## config.mk

```make
export PLATFORM = sky130hd
export DESIGN_NAME = cjk_line_break_inserter_top
export DESIGN_NICKNAME = d
export VERILOG_FILES = /design/src/rtl/clbi_pkg.sv /design/src/rtl/clbi_brk.sv /design/src/rtl/clbi_emit.sv /design/src/rtl/cjk_line_break_inserter_top.sv
export VERILOG_INCLUDE_DIRS = /design/src /design/src/rtl
export SDC_FILE = /design/constraint.sdc
export NUM_CORES = 1
export LEC_CHECK = 0
export BUFFER_PORTS_ARGS = -buffer_cell sky130_fd_sc_hd__buf_2
export CORE_MARGIN = 8
export CORE_UTILIZATION = 25
export CTS_CLUSTER_DIAMETER = 150
export DETAILED_ROUTE_END_ITERATION = 8
export SLEW_MARGIN = 20
export SYNTH_ARGS = -nofsm -noshare
export SYNTH_HDL_FRONTEND = slang
export SYNTH_SLANG_ARGS = --single-unit
```

## constraint.sdc

```tcl
create_clock -name i_clk -period 4 [get_ports i_clk]
set_input_delay 0.2 -clock i_clk [delete_from_list [all_inputs] [get_ports i_clk]]
set_output_delay 0.2 -clock i_clk [all_outputs]
set_load 0.005 [all_outputs]
```

## src/rtl/cjk_line_break_inserter_top_defines.svh

```systemverilog
// Assertion macros for the line-break inserter.
// Each macro takes a label, the clock, the active-low reset, a condition and a consequence.
`ifndef CJK_LINE_BREAK_INSERTER_TOP_DEFINES_SVH
`define CJK_LINE_BREAK_INSERTER_TOP_DEFINES_SVH
`ifndef SYNTHESIS
`define CLBI_ASSERT_NOW(label, clk, rst_n, cond, cons) \
    label: assert property (@(posedge clk) disable iff (!rst_n) (cond) |-> (cons)) \
        else $error("clbi: same-cycle check failed");
`define CLBI_ASSERT_NEXT(label, clk, rst_n, cond, cons) \
    label: assert property (@(posedge clk) disable iff (!rst_n) (cond) |=> (cons)) \
        else $error("clbi: next-cycle check failed");
`else
`define CLBI_ASSERT_NOW(label, clk, rst_n, cond, cons)
`define CLBI_ASSERT_NEXT(label, clk, rst_n, cond, cons)
`endif
`endif

```

## src/rtl/clbi_pkg.sv

```systemverilog
`timescale 1ns / 1ps
package clbi_pkg;

    localparam int unsigned CODE_W = 16;

    localparam logic [CODE_W-1:0] TAB_CODE    = 16'h0009;
    localparam logic [CODE_W-1:0] ZWSP_CODE   = 16'h200B;
    localparam logic [CODE_W-1:0] LOWER_LIMIT = 16'h0100;
    localparam logic [CODE_W-1:0] SEP_RESET   = 16'h200B;

    // up to three words come out of one input word
    localparam int unsigned MAX_WORDS = 3;

    typedef struct packed {
        logic collapse;   // both held and incoming are tab or zero-width space
        logic allow;      // a break may go between them
    } t_pair_info;

    typedef struct packed {
        logic [MAX_WORDS-1:0][CODE_W-1:0] code;  // code[0] goes out first
        logic [1:0]                       count;
        logic                             last;  // final word carries tlast
    } t_bundle;

    typedef struct packed {
        logic       free;   // bundle register can take a new bundle this cycle
        logic [1:0] count;
    } t_emit_stat;

    function automatic logic is_gap(input logic [CODE_W-1:0] c);
        return (c == TAB_CODE) || (c == ZWSP_CODE);
    endfunction

    function automatic logic no_break_before(input logic [CODE_W-1:0] c);
        logic hit;
        case (c)
            16'h000D, 16'h000A, 16'h0009, 16'h0020, 16'h0021, 16'h0025, 16'h0029, 16'h002C,
            16'h002E, 16'h003A, 16'h003B, 16'h003E, 16'h003F, 16'h005D, 16'h007D, 16'h00A2,
            16'h00A8, 16'h00B0, 16'h00B7, 16'h02C7, 16'h02C9, 16'h2015, 16'h2016, 16'h2019,
            16'h201D, 16'h201E, 16'h201F, 16'h2020, 16'h2021, 16'h203A, 16'h2103, 16'h2236,
            16'h3001, 16'h3002, 16'h3003, 16'h3006, 16'h3008, 16'h300A, 16'h300C, 16'h300E,
            16'h3015, 16'h3017, 16'h301E, 16'hFE35, 16'hFE39, 16'hFE3D, 16'hFE3F, 16'hFE43,
            16'hFE58, 16'hFE5A, 16'hFE5C, 16'hFF01, 16'hFF02, 16'hFF05, 16'hFF07, 16'hFF09,
            16'hFF0C, 16'hFF0E, 16'hFF1A, 16'hFF1B, 16'hFF1F, 16'hFF3D, 16'hFF40, 16'hFF5C,
            16'hFF5D, 16'hFF5E: hit = 1'b1;
            default: hit = 1'b0;
        endcase
        return hit;
    endfunction

    function automatic logic no_break_after(input logic [CODE_W-1:0] c);
        logic hit;
        case (c)
            16'h000D, 16'h000A, 16'h0009, 16'h0020, 16'h0024, 16'h0028, 16'h002A, 16'h002C,
            16'h00A3, 16'h00A5, 16'h00B7, 16'h2018, 16'h201C, 16'h3008, 16'h300A, 16'h300C,
            16'h300E, 16'h3010, 16'h3014, 16'h3016, 16'h301D, 16'hFE57, 16'hFE59, 16'hFE5B,
            16'hFF04, 16'hFF08, 16'hFF0E, 16'hFF3B, 16'hFF5B, 16'hFFE1,
            16'hFFE5: hit = 1'b1;
            default: hit = 1'b0;
        endcase
        return hit;
    endfunction

endpackage

```

## src/rtl/clbi_brk.sv

```systemverilog
`timescale 1ns / 1ps
module clbi_brk (
    input  logic [clbi_pkg::CODE_W-1:0] i_held,
    input  logic [clbi_pkg::CODE_W-1:0] i_code,
    output clbi_pkg::t_pair_info         o_info
);
    import clbi_pkg::*;

    logic w_gap_a;
    logic w_gap_b;
    logic w_both_low;

    assign w_gap_a    = is_gap(i_held);
    assign w_gap_b    = is_gap(i_code);
    assign w_both_low = (i_held < LOWER_LIMIT) && (i_code < LOWER_LIMIT);

    assign o_info.collapse = w_gap_a && w_gap_b;
    assign o_info.allow    = !w_gap_a && !w_gap_b && !w_both_low
                             && !no_break_after(i_held) && !no_break_before(i_code);

endmodule

```

## src/rtl/clbi_emit.sv

```systemverilog
`timescale 1ns / 1ps
module clbi_emit (
    input  logic                        i_clk,
    input  logic                        i_rst_n,
    input  logic                        i_load,
    input  clbi_pkg::t_bundle           i_bundle,
    output logic                        m_axis_tvalid,
    input  logic                        m_axis_tready,
    output logic [clbi_pkg::CODE_W-1:0] m_axis_tdata,   // [15:0] out_code
    output logic                        m_axis_tlast,   // out_last
    output clbi_pkg::t_emit_stat        o_stat
);
    import clbi_pkg::*;

    logic [MAX_WORDS-1:0][CODE_W-1:0] r_code;
    logic [1:0]                       r_count;
    logic                             r_last;

    logic w_take;

    assign w_take        = m_axis_tvalid && m_axis_tready;
    assign m_axis_tvalid = (r_count != 2'd0);
    assign m_axis_tdata  = r_code[0];
    // only the final word of a bundle may carry the end mark
    assign m_axis_tlast  = r_last && (r_count == 2'd1);

    assign o_stat.free  = (r_count == 2'd0) || ((r_count == 2'd1) && m_axis_tready);
    assign o_stat.count = r_count;

    always_ff @(posedge i_clk) begin
        if (!i_rst_n) begin
            r_count <= 2'd0;
            r_last  <= 1'b0;
        end else if (i_load) begin
            r_count <= i_bundle.count;
            r_last  <= i_bundle.last;
        end else if (w_take) begin
            r_count <= r_count - 2'd1;
        end
    end

    always_ff @(posedge i_clk) begin
        if (i_load) begin
            r_code <= i_bundle.code;
        end else if (w_take) begin
            r_code[0] <= r_code[1];
            r_code[1] <= r_code[2];
        end
    end

endmodule

```

## src/rtl/cjk_line_break_inserter_top.sv

```systemverilog
`timescale 1ns / 1ps
// CJK line-break inserter.
// s_axis carries one code point per word (tdata) with tlast on the final character
// of a string. m_axis carries characters and inserted separators, tlast on the final
// character of each string. The cfg channel writes the separator code point; it is
// always ready and should only be written while the block is idle.
// Each input word yields zero to three output words: nothing while a character is
// first held or a tab/zero-width-space run collapses mid-string; the final character
// alone for a one-character string or a run collapsing at end of string; otherwise the
// held character, an optional separator and, at end of string, the final character.
// Each taken word is registered, then becomes a bundle for the bundle register.
// Throughput: one input word per cycle while m_axis is ready and each yields at most
// one output word; otherwise the output bundle register sets the pace at one output
// word per cycle while m_axis is ready, as a new bundle loads only as the last word
// of the current one leaves. When m_axis stalls, the bundle holds and s_axis_tready
// drops once the input register is full. Reset empties the input register and the
// bundle, clears the held character and sets the separator to zero-width space.
module cjk_line_break_inserter_top (
    input  logic                        i_clk,
    input  logic                        i_rst_n,
    input  logic                        i_cfg_valid,
    output logic                        o_cfg_ready,
    input  logic [clbi_pkg::CODE_W-1:0] i_cfg_data,      // [15:0] separator_code
    input  logic                        s_axis_tvalid,
    output logic                        s_axis_tready,
    input  logic [clbi_pkg::CODE_W-1:0] s_axis_tdata,    // [15:0] code_point
    input  logic                        s_axis_tlast,    // end_of_string
    output logic                        m_axis_tvalid,
    input  logic                        m_axis_tready,
    output logic [clbi_pkg::CODE_W-1:0] m_axis_tdata,    // [15:0] out_code
    output logic                        m_axis_tlast     // out_last
);
    import clbi_pkg::*;

    logic [CODE_W-1:0] r_sep;
    logic              r_in_valid;
    logic [CODE_W-1:0] r_in_code;
    logic              r_in_eos;
    logic [CODE_W-1:0] r_held_code;
    logic              r_held_valid;
    logic [CODE_W-1:0] n_held_code;
    logic              n_held_valid;

    t_pair_info w_info;
    t_bundle    w_bundle;
    t_emit_stat w_stat;
    logic       w_load;
    logic       w_in_take;

    assign o_cfg_ready   = 1'b1;
    assign w_load        = r_in_valid && w_stat.free;
    assign s_axis_tready = !r_in_valid || w_stat.free;
    assign w_in_take     = s_axis_tvalid && s_axis_tready;

    always_ff @(posedge i_clk) begin
        if (!i_rst_n) begin
            r_sep <= SEP_RESET;
        end else if (i_cfg_valid && o_cfg_ready) begin
            r_sep <= i_cfg_data;
        end
    end

    always_ff @(posedge i_clk) begin
        if (!i_rst_n) begin
            r_in_valid <= 1'b0;
        end else if (w_in_take) begin
            r_in_valid <= 1'b1;
        end else if (w_load) begin
            r_in_valid <= 1'b0;
        end
    end

    always_ff @(posedge i_clk) begin
        if (w_in_take) begin
            r_in_code <= s_axis_tdata;
            r_in_eos  <= s_axis_tlast;
        end
    end

    clbi_brk u_brk (
        .i_held (r_held_code),
        .i_code (r_in_code),
        .o_info (w_info)
    );

    always_comb begin
        w_bundle.code[0] = r_in_code;
        w_bundle.code[1] = r_in_code;
        w_bundle.code[2] = r_in_code;
        w_bundle.count   = 2'd0;
        w_bundle.last    = r_in_eos;
        n_held_code      = r_held_code;
        n_held_valid     = r_held_valid;
        if (!r_held_valid) begin
            // single-word string goes straight out, otherwise start holding
            w_bundle.count = {1'b0, r_in_eos};
            n_held_valid   = !r_in_eos;
            if (!r_in_eos) begin
                n_held_code = r_in_code;
            end
        end else if (w_info.collapse) begin
            // later gap is dropped; at end of string it replaces the held one
            w_bundle.count = {1'b0, r_in_eos};
            if (r_in_eos) begin
                n_held_valid = 1'b0;
                n_held_code  = '0;
            end
        end else begin
            w_bundle.code[0] = r_held_code;
            w_bundle.code[1] = w_info.allow ? r_sep : r_in_code;
            w_bundle.count   = 2'd1 + {1'b0, w_info.allow} + {1'b0, r_in_eos};
            n_held_valid     = !r_in_eos;
            n_held_code      = r_in_eos ? '0 : r_in_code;
        end
    end

    always_ff @(posedge i_clk) begin
        if (!i_rst_n) begin
            r_held_valid <= 1'b0;
            r_held_code  <= '0;
        end else if (w_load) begin
            r_held_valid <= n_held_valid;
            r_held_code  <= n_held_code;
        end
    end

    clbi_emit u_emit (
        .i_clk         (i_clk),
        .i_rst_n       (i_rst_n),
        .i_load        (w_load),
        .i_bundle      (w_bundle),
        .m_axis_tvalid (m_axis_tvalid),
        .m_axis_tready (m_axis_tready),
        .m_axis_tdata  (m_axis_tdata),
        .m_axis_tlast  (m_axis_tlast),
        .o_stat        (w_stat)
    );

`include "cjk_line_break_inserter_top_defines.svh"

    // end of string always leaves nothing held
    `CLBI_ASSERT_NEXT(a_eos_clears_hold, i_clk, i_rst_n, w_load && r_in_eos, !r_held_valid)
    // a collapsed gap mid-string keeps the first gap of the run
    `CLBI_ASSERT_NEXT(a_collapse_keeps, i_clk, i_rst_n, w_load && r_held_valid && w_info.collapse && !r_in_eos, $stable(r_held_code) && r_held_valid)
    // end mark only on the final word of a bundle
    `CLBI_ASSERT_NOW(a_last_single, i_clk, i_rst_n, m_axis_tvalid && m_axis_tlast, w_stat.count == 2'd1)

endmodule
```

==> results.sh <==
export IMPL_dr_wl_met2_um=6090
export IMPL_worst_r2r_setup_slack_ns=0.71
export IMPL_critical_path_slowest_cell="sky130_fd_sc_hd__edfxtp_1"
export IMPL_cp_max_fo=20
export IMPL_cts_buffers_inserted=9
export IMPL_synth_cell_area_um2=5450
export IMPL_synthesis_nets=597
export IMPL_fraction_of_synthesis_flops_using_an_asynchronous_set_or_reset_pin_pct=0
export IMPL_min_path_cells=1
export IMPL_wl_per_cell_um=16.4
export IMPL_finalHoldWorstSlack_ns=0.0194
export IMPL_io_buffers=56
export IMPL_synth_top_cells_by_area="sky130_fd_sc_hd__edfxtp_1, sky130_fd_sc_hd__dfxtp_1, sky130_fd_sc_hd__mux2i_1, sky130_fd_sc_hd__nor2b_1, sky130_fd_sc_hd__buf_4"
export IMPL_reg2reg_to="r_held_code[15]"
export IMPL_grt_setup_unrepaired="no"
export IMPL_finClkSkew_ns=0.0107
export IMPL_worstPathCellList="nor4_1 > nand3_1 > or4_1 > o211ai_2 > a22oi_1 > nor2b_1"
export IMPL_rows=54
export IMPL_status="completed"
export IMPL_post_synth_edffs=65
export IMPL_synth_seq_area_share_pct=49.4
export IMPL_post_place_ws_ns=0.741
export IMPL_die_h_um=164
export IMPL_fp_coreArea_um2=21600
export IMPL_grt_pass1_vias=4138
export IMPL_clkSinkCount=102
export IMPL_cts_setup_buffers=0
export IMPL_setup_ws_ns=0.706
export IMPL_floorplan_initialDensity_pct=25.2
export IMPL_worstPathRequired_ns=4.29
export IMPL_met3WireLength_um=1080
export IMPL_synth_cell_types=61
export IMPL_max_cap_violations=0
export IMPL_yosysTopAreaCellShare_pct=35.8
export IMPL_timing_critical_path_max_delay_family="simple AND/OR/NAND/NOR gates"
export IMPL_finalHoldViolations=0
export IMPL_maxSlewHeadroom_pct=37.2
export IMPL_p_leak_uw=0.00223
export IMPL_dp_hpwl_um=9710
export IMPL_worst_setup_path_start_kind="register"
export IMPL_viasPerCell=4.94
export IMPL_worst_skew_pair_late_latency_ns=0.36
export IMPL_tritoncts="yes"
export IMPL_synth_top_cells_by_count="sky130_fd_sc_hd__edfxtp_1, sky130_fd_sc_hd__nand2_1, sky130_fd_sc_hd__clkbuf_1, sky130_fd_sc_hd__dfxtp_1, sky130_fd_sc_hd__nor2b_1"
export IMPL_die_width_um=164
export IMPL_yosysTopAreaCell="sky130_fd_sc_hd__edfxtp_1"
export IMPL_setup_total_negative_slack_ns=0
export IMPL_top_metal_used="met4"
export IMPL_peakVddDrop_v=0.000227
export IMPL_io_pins=58
export IMPL_worst_slew_pin_slew_ns=0.942
export IMPL_synth_top_flop_cell="sky130_fd_sc_hd__edfxtp_1"
export IMPL_synth_seq_cells=102
export IMPL_grt_first_pass_wirelength_um=22300
export IMPL_gr_total_overflow=0
export IMPL_synthToLayoutAreaGrowth_pct=12.3
export IMPL_criticalPathCategory="register to register"
export IMPL_report_final_slew_viol_count=0
export IMPL_number_of_hold_buffers_added_after_cts=0
export IMPL_r2r_start="r_in_code[5]"
export IMPL_antenna_cells_inserted=0
export IMPL_number_of_remaining_drc_errors=0
export IMPL_worst_path_largest_cell_delay_ns=0.69
export IMPL_crit_path_dat_ns=3.58
export IMPL_maximum_number_of_pins_on_one_net_before_global_route_repair=52
export IMPL_finalWirelength_um=14000
export IMPL_clock_path_buffers=2
export IMPL_track_usage_pct=10.4
export IMPL_synth_cells=556
export IMPL_finalCritPeriodShare_pct=82.3
export IMPL_antenna_found_initial=0
export IMPL_worst_setup_path_end_kind="register"
export IMPL_setup_violations_final=0
export IMPL_post_synth_top_count_cell="sky130_fd_sc_hd__edfxtp_1"
export IMPL_utilization_pct=28.3
export IMPL_detailroute_via_count=4192
export IMPL_finalWeightedCongestion=0.881
export IMPL_clock_root_buffer="sky130_fd_sc_hd__clkbuf_16"
export IMPL_drt_met1_wl_um=6600
export IMPL_hold_end="r_in_code[0]"
export IMPL_number_of_nets_in_the_layout=605
export IMPL_crit_path_buffers_inverters=0
export IMPL_design_die_area_um2=26800
export IMPL_detail_route_iter0_violations=529
export IMPL_clk_pin_slew_worst_paths_ns=0.08
export IMPL_hold_start="s_axis_tdata[0]"
export IMPL_postCtsResizedCells=0
export IMPL_worst_r2r_cell_count=6
export IMPL_minimum_clock_period_ns=3.29
export IMPL_postSynthAreaPerCell_um2=9.81
export IMPL_worst_hold_path_type="input pin to register"
export IMPL_final_layout_size_suffix_gt1_share_pct=15.1
export IMPL_filler_cell_count=2295
export IMPL_drtPass1Iterations=6
export IMPL_route_antenna_remaining_nets=0
export IMPL_count_of_yosys_warnings_during_synthesis=0
export IMPL_power_density_nw_per_um2=456
export IMPL_htree_num_levels=3
export IMPL_maxClockFrequency_ghz=0.304
==> layer usage <==
layer | up-vias | GRT usage (%)
li1 | 2035 | -
met1 | 1992 | 14.3
met2 | 150 | 16.0
met3 | 15 | 2.48
met4 | 0 | 2.73
met5 | - | 0
==> per-stage QoR <==
step | power (µW) | instances | cell area [µm²]
after floorplan | 1780 | 556 | 5450
after global placement | 1920 | 833 | 5810
after detailed placement | 1930 | 833 | 5810
after CTS | 2820 | 849 | 6120
after global routing | 2930 | 849 | 6120
final | 2790 | 849 | 6120
==> cell families after synthesis <==
group / synth area share [%]
fa+ha+maj: 0.688
buf+inv: 8.01
other cells: 0.0688
compound gates: 16.4
mux: 5.53
simple gates: 18.8
flops: 49.4
xor+xnor: 1.12
==> worst reg2reg max path, cell delays in order (launching register included) <==
cell	delay, ns
sky130_fd_sc_hd__edfxtp_1	0.69
sky130_fd_sc_hd__nor4_1	0.68
sky130_fd_sc_hd__nand3_1	0.34
sky130_fd_sc_hd__or4_1	0.62
sky130_fd_sc_hd__o211ai_2	0.60
sky130_fd_sc_hd__a22oi_1	0.15
sky130_fd_sc_hd__nor2b_1	0.16
==> where the power goes <==
part | switching, µW | leakage [µW] | internal, µW
logic | 301 | 0.00115 | 197
registers | 111 | 0.000923 | 1290
clock network | 445 | 0.000151 | 450
==> cells in the final DEF (no fill, tap or decap), drive strengths merged, types with 10 or more instances in the layout <==
cell type,count
buf,63
mux2i,29
inv,29
nand2,39
a22oi,17
nor3,16
nor2b,37
nand4,10
a21oi,27
nor2,31
edfxtp,65
o31a,16
o21ai,37
dfxtp,37
==> sequential cells by signal, indices dropped and copies added, names as in the netlist, 2 cells and up <==
signal	cells
r_held_code	16
r_in_code	16
u_emit.r_count	2
u_emit.r_code	32
r_sep	16
u_emit.m_axis_tdata	16
==> layout make-up <==
cell class | count | area (µm²) | area share, %
Clock buffer | 9 | 225 | 3.68
Clock inverter | 7 | 86.3 | 1.41
Inverter | 26 | 97.6 | 1.59
Multi-Input combinational cell | 362 | 2340 | 38.2
Sequential cell | 102 | 2690 | 44.0
Tap cell | 280 | 350 | 5.72
Timing Repair Buffer | 63 | 333 | 5.44
==> worst max path at each step <==
| stage | from | endpoint | cells past startpoint |
|---|---|---|---|
| 6_report | r_in_code[5] | r_held_code[15] | 6 |
| 5_1_grt | r_in_code[5] | r_held_code[13] | 6 |
| 4_1_cts | r_in_code[5] | r_held_code[1] | 6 |
| 3_5_place_dp | r_in_code[5] | r_held_code[1] | 6 |
| 3_3_place_gp | r_in_code[1] | u_emit.r_count[1] | 11 |
| 2_1_floorplan | r_in_code[3] | u_emit.r_count[1] | 12 |
No activity file was read; power rests on OpenSTA's default activity.
